`config.mk`:
```
export PLATFORM = sky130hd
export DESIGN_NAME = http_request_byte_tagger
export DESIGN_NICKNAME = d
export VERILOG_FILES = /design/src/rtl/htag_pkg.sv /design/src/rtl/htag_in_stage.sv /design/src/rtl/htag_tagger.sv /design/src/rtl/http_request_byte_tagger.sv
export SDC_FILE = /design/constraint.sdc
export NUM_CORES = 1
export LEC_CHECK = 0
export BUFFER_PORTS_ARGS = -buffer_cell sky130_fd_sc_hd__buf_2
export CORE_MARGIN = 3
export CORE_UTILIZATION = 60
export CTS_CLUSTER_SIZE = 24
export DETAILED_ROUTE_END_ITERATION = 10
export PLACE_DENSITY = 0.78
export SYNTH_ARGS = -nofsm -noshare
export SYNTH_HDL_FRONTEND = slang
export SYNTH_SLANG_ARGS = --single-unit
export TNS_END_PERCENT = 30
```
`constraint.sdc`:
```
create_clock -name clk -period 5.3 [get_ports clk]
set_clock_uncertainty 0.15 [all_clocks]
set_input_delay 0.795 -clock clk [delete_from_list [all_inputs] [get_ports clk]]
set_output_delay 0.795 -clock clk [all_outputs]
set_load 0.02 [all_outputs]
```
`src/rtl/htag_pkg.sv`:
```
`timescale 1ns / 1ps
// Shared types, codes and character constants for the HTTP request byte tagger.
// No dependencies; every other file of the block imports this package.
package htag_pkg;

	localparam int unsigned SEG_W   = 11;
	localparam int unsigned MPOS_W  = 4;
	localparam logic [SEG_W-1:0] MAX_URI = SEG_W'(1024);

	localparam logic [3:0] CLS_METHOD  = 4'd0;
	localparam logic [3:0] CLS_PATH    = 4'd1;
	localparam logic [3:0] CLS_QUERY   = 4'd2;
	localparam logic [3:0] CLS_VERSION = 4'd3;
	localparam logic [3:0] CLS_SEP     = 4'd4;
	localparam logic [3:0] CLS_HEADER  = 4'd5;
	localparam logic [3:0] CLS_COOKIE  = 4'd6;
	localparam logic [3:0] CLS_BODY    = 4'd7;
	localparam logic [3:0] CLS_REJ     = 4'd8;

	localparam logic [1:0] METH_NONE = 2'd0;
	localparam logic [1:0] METH_GET  = 2'd1;
	localparam logic [1:0] METH_POST = 2'd2;

	localparam logic [1:0] ERR_NONE    = 2'd0;
	localparam logic [1:0] ERR_METHOD  = 2'd1;
	localparam logic [1:0] ERR_SLASH   = 2'd2;
	localparam logic [1:0] ERR_VERSION = 2'd3;

	localparam logic [7:0] CH_CR    = 8'h0d;
	localparam logic [7:0] CH_LF    = 8'h0a;
	localparam logic [7:0] CH_NUL   = 8'h00;
	localparam logic [7:0] CH_SP    = 8'h20;
	localparam logic [7:0] CH_QMARK = 8'h3f;
	localparam logic [7:0] CH_SLASH = 8'h2f;
	localparam logic [7:0] CH_G     = 8'h47;
	localparam logic [7:0] CH_P     = 8'h50;

	localparam logic [MPOS_W-1:0] GET_LEN    = MPOS_W'(4);
	localparam logic [MPOS_W-1:0] POST_LEN   = MPOS_W'(5);
	localparam logic [MPOS_W-1:0] VER_LEN    = MPOS_W'(9);
	localparam logic [MPOS_W-1:0] COOKIE_LEN = MPOS_W'(8);

	typedef struct packed {
		logic [7:0] data;
		logic       last;
	} htag_item_t;

	typedef struct packed {
		logic [3:0] byte_class;
		logic [1:0] method_seen;
		logic [1:0] request_error;
	} htag_result_t;

	function automatic logic [7:0] method_char(input logic [1:0] meth,
			input logic [MPOS_W-1:0] pos);
		logic [7:0] c;
		c = CH_NUL;
		if (meth == METH_GET) begin
			case (pos)
				4'd0: c = "G";
				4'd1: c = "E";
				4'd2: c = "T";
				4'd3: c = " ";
				default: c = CH_NUL;
			endcase
		end else begin
			case (pos)
				4'd0: c = "P";
				4'd1: c = "O";
				4'd2: c = "S";
				4'd3: c = "T";
				4'd4: c = " ";
				default: c = CH_NUL;
			endcase
		end
		return c;
	endfunction

	function automatic logic [7:0] version_char(input logic [MPOS_W-1:0] pos);
		logic [7:0] c;
		case (pos)
			4'd0: c = " ";
			4'd1: c = "H";
			4'd2: c = "T";
			4'd3: c = "T";
			4'd4: c = "P";
			4'd5: c = "/";
			4'd6: c = "1";
			4'd7: c = ".";
			4'd8: c = "1";
			default: c = CH_NUL;
		endcase
		return c;
	endfunction

	function automatic logic [7:0] cookie_char(input logic [MPOS_W-1:0] pos);
		logic [7:0] c;
		case (pos)
			4'd0: c = "C";
			4'd1: c = "o";
			4'd2: c = "o";
			4'd3: c = "k";
			4'd4: c = "i";
			4'd5: c = "e";
			4'd6: c = ":";
			4'd7: c = " ";
			default: c = CH_NUL;
		endcase
		return c;
	endfunction

endpackage

```
`src/rtl/htag_in_stage.sv`:
```
`timescale 1ns / 1ps
// Input register stage: captures one item and holds it until the tagger takes it.
// Depends on htag_pkg for the item type.
module htag_in_stage (
	input  logic              clk,
	input  logic              arst_n,
	input  logic              in_valid,
	output logic              in_ready,
	input  htag_pkg::htag_item_t item_in,
	output logic              valid_s1,
	output htag_pkg::htag_item_t item_s1,
	input  logic              advance
);
	import htag_pkg::*;

	assign in_ready = !valid_s1 || advance;

	always_ff @(posedge clk or negedge arst_n) begin
		if (!arst_n) begin
			valid_s1 <= 1'b0;
		end else if (in_ready) begin
			valid_s1 <= in_valid;
		end
	end

	always_ff @(posedge clk) begin
		if (in_valid && in_ready) begin
			item_s1 <= item_in;
		end
	end

endmodule

```
`src/rtl/htag_tagger.sv`:
```
`timescale 1ns / 1ps
// Parser state and the per-byte step that classifies one byte of the request.
// Depends on htag_pkg for codes, character tables and the result type.
module htag_tagger (
	input  logic                      clk,
	input  logic                      arst_n,
	input  logic                      advance,
	input  htag_pkg::htag_item_t      item_s1,
	input  logic [htag_pkg::SEG_W-1:0] limit,
	output htag_pkg::htag_result_t    result
);
	import htag_pkg::*;

	typedef enum logic [3:0] {
		PH_METHOD    = 4'd0,
		PH_SLASH     = 4'd1,
		PH_PATH      = 4'd2,
		PH_QUERY     = 4'd3,
		PH_VERSION   = 4'd4,
		PH_TAIL      = 4'd5,
		PH_TAIL_CR   = 4'd6,
		PH_HEADER    = 4'd7,
		PH_HEADER_CR = 4'd8,
		PH_BODY      = 4'd9
	} phase_t;

	phase_t            phase_q, phase_n;
	logic [MPOS_W-1:0] mpos_q, mpos_n;
	logic [1:0]        meth_q, meth_n;
	logic [SEG_W-1:0]  seg_q, seg_n;
	logic [1:0]        err_q, err_n;
	logic              empty_q, empty_n;
	logic              cookie_q, cookie_n;
	logic [3:0]        cls;
	logic [7:0]        b;
	logic              cm;
	logic [MPOS_W-1:0] mlen;

	assign b = item_s1.data;

	always_comb begin
		phase_n  = phase_q;
		mpos_n   = mpos_q;
		meth_n   = meth_q;
		seg_n    = seg_q;
		err_n    = err_q;
		empty_n  = empty_q;
		cookie_n = cookie_q;
		cls      = CLS_REJ;
		cm       = cookie_q;
		mlen     = (meth_q == METH_GET) ? GET_LEN : POST_LEN;

		case (phase_q)
			PH_METHOD: begin
				if (mpos_q == '0) begin
					if (b == CH_G || b == CH_P) begin
						meth_n = (b == CH_G) ? METH_GET : METH_POST;
						mpos_n = MPOS_W'(1);
						cls    = CLS_METHOD;
					end else begin
						meth_n = METH_NONE;
						if (err_q == ERR_NONE) err_n = ERR_METHOD;
						phase_n = (b == CH_CR) ? PH_TAIL_CR : PH_TAIL;
						cls     = CLS_REJ;
					end
				end else if (mpos_q >= mlen || b != method_char(meth_q, mpos_q)) begin
					meth_n = METH_NONE;
					if (err_q == ERR_NONE) err_n = ERR_METHOD;
					phase_n = (b == CH_CR) ? PH_TAIL_CR : PH_TAIL;
					cls     = CLS_REJ;
				end else if (mpos_q + MPOS_W'(1) == mlen) begin
					phase_n = PH_SLASH;
					mpos_n  = '0;
					cls     = CLS_SEP;
				end else begin
					mpos_n = mpos_q + MPOS_W'(1);
					cls    = CLS_METHOD;
				end
			end
			PH_SLASH: begin
				if (b == CH_SLASH) begin
					phase_n = PH_PATH;
					seg_n   = SEG_W'(1);
					cls     = CLS_PATH;
				end else begin
					if (err_q == ERR_NONE) err_n = ERR_SLASH;
					phase_n = (b == CH_CR) ? PH_TAIL_CR : PH_TAIL;
					cls     = CLS_REJ;
				end
			end
			PH_PATH, PH_QUERY: begin
				if (seg_q < limit && b != CH_SP && b != CH_NUL && b != CH_CR
						&& !(phase_q == PH_PATH && b == CH_QMARK)) begin
					seg_n = seg_q + SEG_W'(1);
					cls   = (phase_q == PH_PATH) ? CLS_PATH : CLS_QUERY;
				end else if (phase_q == PH_PATH && b == CH_QMARK) begin
					phase_n = PH_QUERY;
					seg_n   = '0;
					cls     = CLS_SEP;
				end else if (b == CH_SP) begin
					phase_n = PH_VERSION;
					mpos_n  = MPOS_W'(1);
					cls     = CLS_SEP;
				end else begin
					if (err_q == ERR_NONE) err_n = ERR_VERSION;
					phase_n = (b == CH_CR) ? PH_TAIL_CR : PH_TAIL;
					cls     = CLS_REJ;
				end
			end
			PH_VERSION: begin
				if (mpos_q < VER_LEN && b == version_char(mpos_q)) begin
					cls = CLS_VERSION;
					if (mpos_q + MPOS_W'(1) >= VER_LEN) begin
						phase_n = PH_TAIL;
						mpos_n  = '0;
					end else begin
						mpos_n = mpos_q + MPOS_W'(1);
					end
				end else begin
					if (err_q == ERR_NONE) err_n = ERR_VERSION;
					phase_n = (b == CH_CR) ? PH_TAIL_CR : PH_TAIL;
					cls     = CLS_REJ;
				end
			end
			PH_TAIL: begin
				if (b == CH_CR) phase_n = PH_TAIL_CR;
				cls = (err_q != ERR_NONE) ? CLS_REJ : CLS_VERSION;
			end
			PH_TAIL_CR: begin
				if (b == CH_LF) begin
					phase_n  = PH_HEADER;
					empty_n  = 1'b1;
					cookie_n = 1'b1;
					mpos_n   = '0;
					cls      = CLS_SEP;
				end else if (b == CH_CR) begin
					cls = CLS_SEP;
				end else begin
					phase_n = PH_TAIL;
					cls     = (err_q != ERR_NONE) ? CLS_REJ : CLS_VERSION;
				end
			end
			PH_HEADER, PH_HEADER_CR: begin
				if (phase_q == PH_HEADER_CR && b == CH_LF) begin
					if (empty_q) begin
						phase_n = PH_BODY;
					end else begin
						phase_n  = PH_HEADER;
						empty_n  = 1'b1;
						cookie_n = 1'b1;
						mpos_n   = '0;
					end
					cls = CLS_SEP;
				end else begin
					if (phase_q == PH_HEADER_CR) begin
						empty_n = 1'b0;
						if (cookie_q && mpos_q < COOKIE_LEN) cm = 1'b0;
						cookie_n = cm;
					end
					if (b == CH_CR) begin
						phase_n = PH_HEADER_CR;
						cls     = CLS_SEP;
					end else begin
						phase_n = PH_HEADER;
						empty_n = 1'b0;
						cls     = CLS_HEADER;
						if (cm) begin
							if (mpos_q >= COOKIE_LEN) begin
								cls = CLS_COOKIE;
							end else if (b == cookie_char(mpos_q)) begin
								mpos_n = mpos_q + MPOS_W'(1);
							end else begin
								cookie_n = 1'b0;
							end
						end
					end
				end
			end
			default: begin
				phase_n = PH_BODY;
				cls     = CLS_BODY;
			end
		endcase

		if (b == CH_CR || b == CH_LF) cls = CLS_SEP;
	end

	assign result.byte_class    = cls;
	assign result.method_seen   = (phase_n == PH_METHOD) ? METH_NONE : meth_n;
	assign result.request_error = err_n;

	always_ff @(posedge clk or negedge arst_n) begin
		if (!arst_n) begin
			phase_q  <= PH_METHOD;
			mpos_q   <= '0;
			meth_q   <= METH_NONE;
			seg_q    <= '0;
			err_q    <= ERR_NONE;
			empty_q  <= 1'b1;
			cookie_q <= 1'b1;
		end else if (advance) begin
			if (item_s1.last) begin
				phase_q  <= PH_METHOD;
				mpos_q   <= '0;
				meth_q   <= METH_NONE;
				seg_q    <= '0;
				err_q    <= ERR_NONE;
				empty_q  <= 1'b1;
				cookie_q <= 1'b1;
			end else begin
				phase_q  <= phase_n;
				mpos_q   <= mpos_n;
				meth_q   <= meth_n;
				seg_q    <= seg_n;
				err_q    <= err_n;
				empty_q  <= empty_n;
				cookie_q <= cookie_n;
			end
		end
	end

endmodule

```
`src/rtl/http_request_byte_tagger.sv`:
```
`timescale 1ns / 1ps
// Top level of the HTTP request byte tagger: input stage, tagger and result register.
// Depends on htag_pkg, htag_in_stage and htag_tagger.

// Each byte of a request is tagged with its role (method, path, query, version,
// delimiter, header, cookie value, body or rejected) together with the latched
// method and first request-line error. Bytes pass the input register, then the result
// register, one per cycle unless out_ready holds them back. The combinational parser
// step between the registers sets the rate; a new item is accepted whenever the result
// register is empty or being emptied. The path limit register may be written only
// while no item is in flight; values of zero act as one and values above 1024 act
// as 1024.
module http_request_byte_tagger (
	input  logic        clk,
	input  logic        arst_n,
	input  logic        in_valid,
	output logic        in_ready,
	input  logic [7:0]  data_in,
	input  logic        last_in,
	output logic        out_valid,
	input  logic        out_ready,
	output logic [7:0]  data_out,
	output logic [3:0]  byte_class,
	output logic [1:0]  method_seen,
	output logic [1:0]  request_error,
	output logic        last_out,
	input  logic        cfg_we,
	input  logic [10:0] cfg_data
);
	import htag_pkg::*;

	htag_item_t       item_in, item_s1, item_s2;
	htag_result_t     result, result_s2;
	logic             valid_s1, valid_s2, advance;
	logic [SEG_W-1:0] limit_q;

	assign item_in.data = data_in;
	assign item_in.last = last_in;
	assign advance = valid_s1 && (!valid_s2 || out_ready);

	htag_in_stage u_in_stage (
		.clk      (clk),
		.arst_n   (arst_n),
		.in_valid (in_valid),
		.in_ready (in_ready),
		.item_in  (item_in),
		.valid_s1 (valid_s1),
		.item_s1  (item_s1),
		.advance  (advance)
	);

	htag_tagger u_tagger (
		.clk     (clk),
		.arst_n  (arst_n),
		.advance (advance),
		.item_s1 (item_s1),
		.limit   (limit_q),
		.result  (result)
	);

	always_ff @(posedge clk or negedge arst_n) begin
		if (!arst_n) begin
			limit_q <= MAX_URI;
		end else if (cfg_we) begin
			if (cfg_data == '0) begin
				limit_q <= SEG_W'(1);
			end else if (cfg_data > MAX_URI) begin
				limit_q <= MAX_URI;
			end else begin
				limit_q <= cfg_data;
			end
		end
	end

	always_ff @(posedge clk or negedge arst_n) begin
		if (!arst_n) begin
			valid_s2 <= 1'b0;
		end else if (!valid_s2 || out_ready) begin
			valid_s2 <= valid_s1;
		end
	end

	always_ff @(posedge clk) begin
		if (advance) begin
			item_s2   <= item_s1;
			result_s2 <= result;
		end
	end

	assign out_valid     = valid_s2;
	assign data_out      = item_s2.data;
	assign last_out      = item_s2.last;
	assign byte_class    = result_s2.byte_class;
	assign method_seen   = result_s2.method_seen;
	assign request_error = result_s2.request_error;

	a_advance_fills : assert property (@(posedge clk) disable iff (!arst_n)
		advance |=> valid_s2)
		else $error("Result register empty after an item moved into it");

	a_crlf_sep : assert property (@(posedge clk) disable iff (!arst_n)
		valid_s2 && (data_out == CH_CR || data_out == CH_LF) |-> byte_class == CLS_SEP)
		else $error("CR or LF not tagged as a delimiter");

	a_class_range : assert property (@(posedge clk) disable iff (!arst_n)
		valid_s2 |-> byte_class <= CLS_REJ)
		else $error("Byte class out of range");

	a_reject_err : assert property (@(posedge clk) disable iff (!arst_n)
		valid_s2 && request_error == ERR_NONE |-> byte_class != CLS_REJ)
		else $error("Rejected byte without a latched error");

endmodule
```
==> results_dict.tcl, run 1 <==
set metrics [dict create \
    status "finished, final reports clean" \
    hp-class "register to register" \
    yosysMostFrequentCell "o21ai_0" \
    synth_area_leader_cell "dfrtp_1" \
    critPathBufInv 1 \
    end_kind "register" \
    synth_area_leaders "dfrtp_1 19%, edfxtp_1 17%, o21ai_0 5.3%, ha_1 4.4%, a21oi_1 3.4%" \
    start_util_pct 62.64 \
    dieArea_um2 8739 \
    hold_path_end "u_tagger.cookie_q$_DFFE_PN1P_" \
    tightestPinTransition_ps 887.2 \
    crit_family "compound AO/OA/AOI/OAI gates" \
    grt_max_degree 39 \
    synth_top_area_share_pct 19.07 \
    first_global_vias 4052 \
    cp.arrival_ps 3490 \
    hold_path.startpoint "u_tagger.cookie_q$_DFFE_PN1P_" \
    synth_flop_cell "dfrtp_1" \
    area_growth_pct 7.548 \
    antenna_found_initial 0 \
    startpoint_type "register" \
    drc 0 \
    setup_viol 0 \
    async_flop_share_pct 59.38 \
    rr_worst_depth 10 \
    routabilityCongestion 1.008 \
    num_vias 4333 \
    grt_setup_unrepaired "no" \
    fin_crit_ps 3545 \
    cts_tree "built" \
    wl_met1_mm 5.073 \
    n_antenna_cell 0 \
    hpwlAfterDp_mm 8.288 \
    clockBufferDepth 2 \
    vias_per_cell 6.718 \
    r2r_slack_ps 1750 \
    die_h_um 93.48 \
    r2r-end "method_seen[0]$_SDFFCE_PN0P_" \
    drv_cap 0 \
    port_buffers 43 \
    cts_resized 0 \
    hold_violations 0 \
    holdBufCountCts 0 \
    root_buffer "clkbuf_8" \
    cpPeakStageDelay_ps 560 \
    synth_nets 559 \
    crit_fanout 17 \
    wl_met2_mm 5.326 \
    whs_path_depth 2 \
    core_area_um2 7331 \
    first_pass_iters 6 \
    insertion_delay_ps 350 \
    critPathSlowestCell "a2111oi_0" \
    powerDensity_nw_per_um2 319.1 \
    postCtsSetupBuffers 0 \
    h-tree-depth 3 \
    grt.total_usage_pct 28.63 \
    yosysSeqAreaShare_pct 37.79 \
    wirelength_mm 11.89 \
    syn_area_um2 4592 \
    nets 582 \
    die_x_um 93.48 \
    crit_chain "inv_1 > ha_1 > nor4b_1 > o21ai_0 > o211ai_1 > nand4_1 > a2111oi_0 > nor2_1 > nor3_2 > a31oi_1" \
    worst_ep_required_time_ps 5240 \
    topRoutingLayerUsed "met4" \
    slew_violations 0 \
    grt_remaining_overflow 0 \
    yosys-top-cells-count "49 x o21ai_0, 41 x nor2_1, 35 x dfrtp_1, 35 x nand2_1, 31 x a21oi_1" \
    slew-limit-headroom_pct 40.86 \
    fin_util_pct 67.37 \
    p_total_uw 1576 \
    ant_nets 0 \
    drive_gt1_share_pct 16.30 \
    yosysWarnings 0 \
    grt_pass1_wl_mm 19.68 \
    peakVddDrop_v 0.0001928 \
    syn_area_per_cell_um2 8.865 \
    met3_length_mm 1.079 \
    cts_num_sinks 64 \
    finalCritPeriodShare_pct 66.89 \
    yosysUniqueCellTypes 82 \
    leakage_uw 0.001924 \
    synthCells 518 \
    cp_num_cells 10 \
    synth_seq_cells 64 \
    rows 31 \
    fmax_mhz 282.1 \
    routedWlPerCell_um 18.44 \
    numCtsBuffers 9 \
    crit_type "register to register" \
    clk_pin_slew_ps 80 \
    pin_count 44 \
    synth-edff-count 26 \
    worstReg2RegStart "u_tagger.mpos_q[0]$_DFFE_PN0P_" \
    drt-initial-drc-count 477 \
    setup_tns_ps 0 \
]
## per-stage QoR
stage / instances / area [µm²] / hold WS [ps] / setup WS (ps)
2_1_floorplan: 518 / 4592 / 274.4 / 2494
3_3_place_gp: 629 / 4767 / 326.3 / 2073
3_5_place_dp: 629 / 4767 / 330.8 / 1883
4_1_cts: 645 / 4938 / 340.6 / 1846
5_1_grt: 645 / 4938 / 377.8 / 1439
6_report: 645 / 4938 / 348.1 / 1755
## logic make-up (layout without fill, tap and decap cells)
family,Yosys count,count (layout),synth area share (%)
muxes,6,6,1.335
DFF,64,64,37.79
xor gates and xnor gates,11,11,2.098
adders and majority gates,17,17,4.578
buffers and inverters,54,82,5.531
AOI/OAI and AO/OA,158,158,22.70
and+or+nand+nor,208,208,25.97
## cell usage in the layout, fill, tap and decap left out, types with 7 or more instances in the layout
cell type	n
nand2b_1	10
or2_2	7
nor3_1	14
a31oi_1	16
edfxtp_1	26
buf_2	43
or3_1	7
nor2_1	41
clkbuf_8	9
ha_1	16
nand3b_1	9
nand2_1	35
o31ai_1	7
o21ai_0	49
nand4_1	10
dfrtp_1	35
nor2b_1	10
and3_1	9
inv_1	22
a21oi_1	31
nand3_1	14
## flip-flops by register name, indices dropped and copies added, names as in the netlist, 4 cells and up
register / count
u_tagger.mpos_q: 4
u_tagger.phase_q: 4
data_out: 8
u_in_stage.item_s1: 9
byte_class: 4
limit_q: 11
u_tagger.seg_q: 11
## where the power goes
group          internal (µW)  switching, µW  leakage, µW
combinational            212            330      0.00110
clock                    168            209    0.0000753
sequential               575           81.8     0.000747
## layout make-up
type | count | area, µm²
Timing Repair Buffer | 44 | 222.7
Tap cell | 99 | 123.9
Sequential cell | 64 | 1735
Clock buffer | 9 | 123.9
Fill cell | 566 | 2392
Multi-Input combinational cell | 400 | 2603
Inverter | 22 | 82.58
Clock inverter | 7 | 47.55
## per-layer routing
layer / GRT usage (%) / up-vias
met5: 0 / -
met4: 12.21 / 0
met3: 6.356 / 47
met2: 43.60 / 254
met1: 39.23 / 2040
li1: - / 1992
## worst register-to-register path: cells and delay by family, from the launching register on
family                   cells  cell delay (ps)
AO/OA/AOI/OAI                4             1010
AND/OR/NAND/NOR              4              930
adder cells (fa/ha/maj)      1              510
flip-flops                   1              480
buffers and inverters        1              190
## how the worst max path moves through the flow
stage,from,endpoint
floorplan,u_tagger.mpos_q[0]$_DFFE_PN0P_,request_error[0]$_DFFE_PP_
global placement,u_tagger.mpos_q[0]$_DFFE_PN0P_,method_seen[0]$_SDFFCE_PN0P_
global route,u_tagger.mpos_q[0]$_DFFE_PN0P_,method_seen[0]$_SDFFCE_PN0P_
CTS,u_tagger.mpos_q[0]$_DFFE_PN0P_,method_seen[0]$_SDFFCE_PN0P_
finish,u_tagger.mpos_q[0]$_DFFE_PN0P_,method_seen[0]$_SDFFCE_PN0P_
detailed placement,u_tagger.mpos_q[0]$_DFFE_PN0P_,method_seen[0]$_SDFFCE_PN0P_
Power figures use the tool's default switching activity.
==> inputs of run 2 (changes only) <==
Clock period 5.3 ns to 3.4 ns, I/O delays scaled along.
==> results_dict.tcl, run 2 (synthesis gave the netlist of run 1 again) <==
set metrics [dict create \
    core_area_um2 7331 \
    pin_count 44 \
    hpwlAfterDp_mm 8.764 \
    drc 0 \
    postCtsSetupBuffers 0 \
    numCtsBuffers 9 \
    crit_family "compound AO/OA/AOI/OAI gates" \
    drv_cap 0 \
    hp-class "primary input to async pin" \
    grt.total_usage_pct 29.41 \
    crit_chain "inv_1 > ha_1 > nor4b_1 > o21ai_0 > o211ai_1 > nand4_1 > a2111oi_1 > nor2_1 > nor3_2 > a31oi_1" \
    finalCritPeriodShare_pct 94.99 \
    cts_tree "built" \
    start_util_pct 62.64 \
    status "finished, final reports clean" \
    area_growth_pct 12.07 \
    setup_viol 0 \
    peakVddDrop_v 0.0004419 \
    grt_setup_unrepaired "no" \
    worst_ep_required_time_ps 3340 \
    wirelength_mm 12.34 \
    crit_type "register to register" \
    hold_ws_ps 105.8 \
    critPathBufInv 1 \
    largestRegisters "limit_q x11, u_tagger.seg_q x11, u_in_stage.item_s1 x9" \
    dieArea_um2 8739 \
    rows 31 \
    ant_nets 0 \
    root_buffer "clkbuf_8" \
    die_x_um 93.48 \
    insertion_delay_ps 350 \
    grt_remaining_overflow 0 \
    cpPeakStageDelay_ps 500 \
    end_kind "register" \
    first_pass_iters 7 \
    vias_per_cell 6.539 \
    clk_pin_slew_ps 90 \
    tightestPinTransition_ps 888.4 \
    antenna_found_initial 0 \
    grt_pass1_wl_mm 20.29 \
    final_common_cell "o21ai_0" \
    slew-limit-headroom_pct 40.77 \
    hold_violations 0 \
    fin_crit_ps 3230 \
    slew_violations 0 \
    n_antenna_cell 0 \
    port_buffers 43 \
    die_h_um 93.48 \
    fill_cells 573 \
    num_vias 4355 \
    powerDensity_nw_per_um2 518.8 \
    first_global_vias 4157 \
    layout_common_cells "49 x o21ai_0, 43 x buf_2, 41 x nor2_1" \
    routabilityCongestion 0.9759 \
    critPathSlowestCell "dfrtp_1" \
    crit_fanout 8 \
    nets 603 \
    setup_tns_ps 0 \
    h-tree-depth 3 \
    clockBufferDepth 2 \
    startpoint_type "register" \
    drt-initial-drc-count 389 \
    drive_gt1_share_pct 19.40 \
    routedWlPerCell_um 18.53 \
    leakage_uw 0.002058 \
    fmax_mhz 309.6 \
    grt_max_degree 39 \
    cp.arrival_ps 3170 \
    cts_num_sinks 64 \
]
## run 2: final timing paths
kind,startpoint,end,slack [ps],cells past startpoint
max in group asynchronous,arst_n,u_tagger.seg_q[9]$_DFFE_PN0P_,2410,1
worst max-delay path,u_tagger.mpos_q[1]$_DFFE_PN0P_,method_seen[0]$_SDFFCE_PN0P_,170,10
worst min register to register,u_in_stage.item_s1[3]$_DFFE_PP_,data_out[2]$_DFFE_PP_,320,0
min in group clk,data_in[2],u_in_stage.item_s1[3]$_DFFE_PP_,190,1
worst min-delay path,arst_n,u_tagger.meth_q[0]$_DFFE_PN0P_,110,1
worst max register to register,u_tagger.mpos_q[1]$_DFFE_PN0P_,method_seen[0]$_SDFFCE_PN0P_,170,10
## run 2: final cells by class
cell class                      instances  area (µm²)  area share, %
Inverter                               22       82.58          1.605
Clock inverter                          7       96.34          1.872
Timing Repair Buffer                   65       380.4          7.391
Sequential cell                        64        1735          33.72
Clock buffer                            9       123.9          2.407
Tap cell                               99       123.9          2.407
Multi-Input combinational cell        400        2604          50.60
## run 2: metal layers
| metal | global-route usage (%) | up-vias | wire [µm] |
|---|---|---|---|
| li1 | - | 2024 | - |
| met1 | 40.11 | 2081 | 5290 |
| met2 | 46.99 | 221 | 5893 |
| met3 | 5.551 | 29 | 921 |
| met4 | 10.01 | 0 | 236 |
| met5 | 0 | - | 0 |
## run 2: report_power, final
part | total, µW | internal (µW) | switching, µW
clock network | 751 | 413 | 338
registers | 982 | 896 | 85.7
logic | 937 | 365 | 572
## run 2: per-stage QoR
step	cells	power, µW	instance area (µm²)	util [%]	setup WS [ps]
2_1_floorplan	518	1667	4592	-	593.9
3_3_place_gp	650	1877	4925	67.18	462.8
3_5_place_dp	650	1905	4925	67.18	241.4
4_1_cts	666	2657	5145	70.18	184.0
5_1_grt	666	2796	5146	70.20	3.189
6_report	666	2670	5146	70.20	170.2
## run 2: what timing repair did
| action | in CTS | in global routing |
|---|---|---|
| resized for setup | 0 | 1 |
| hold buffers | 0 | 0 |
| setup endpoints to repair | 0 | 2 |
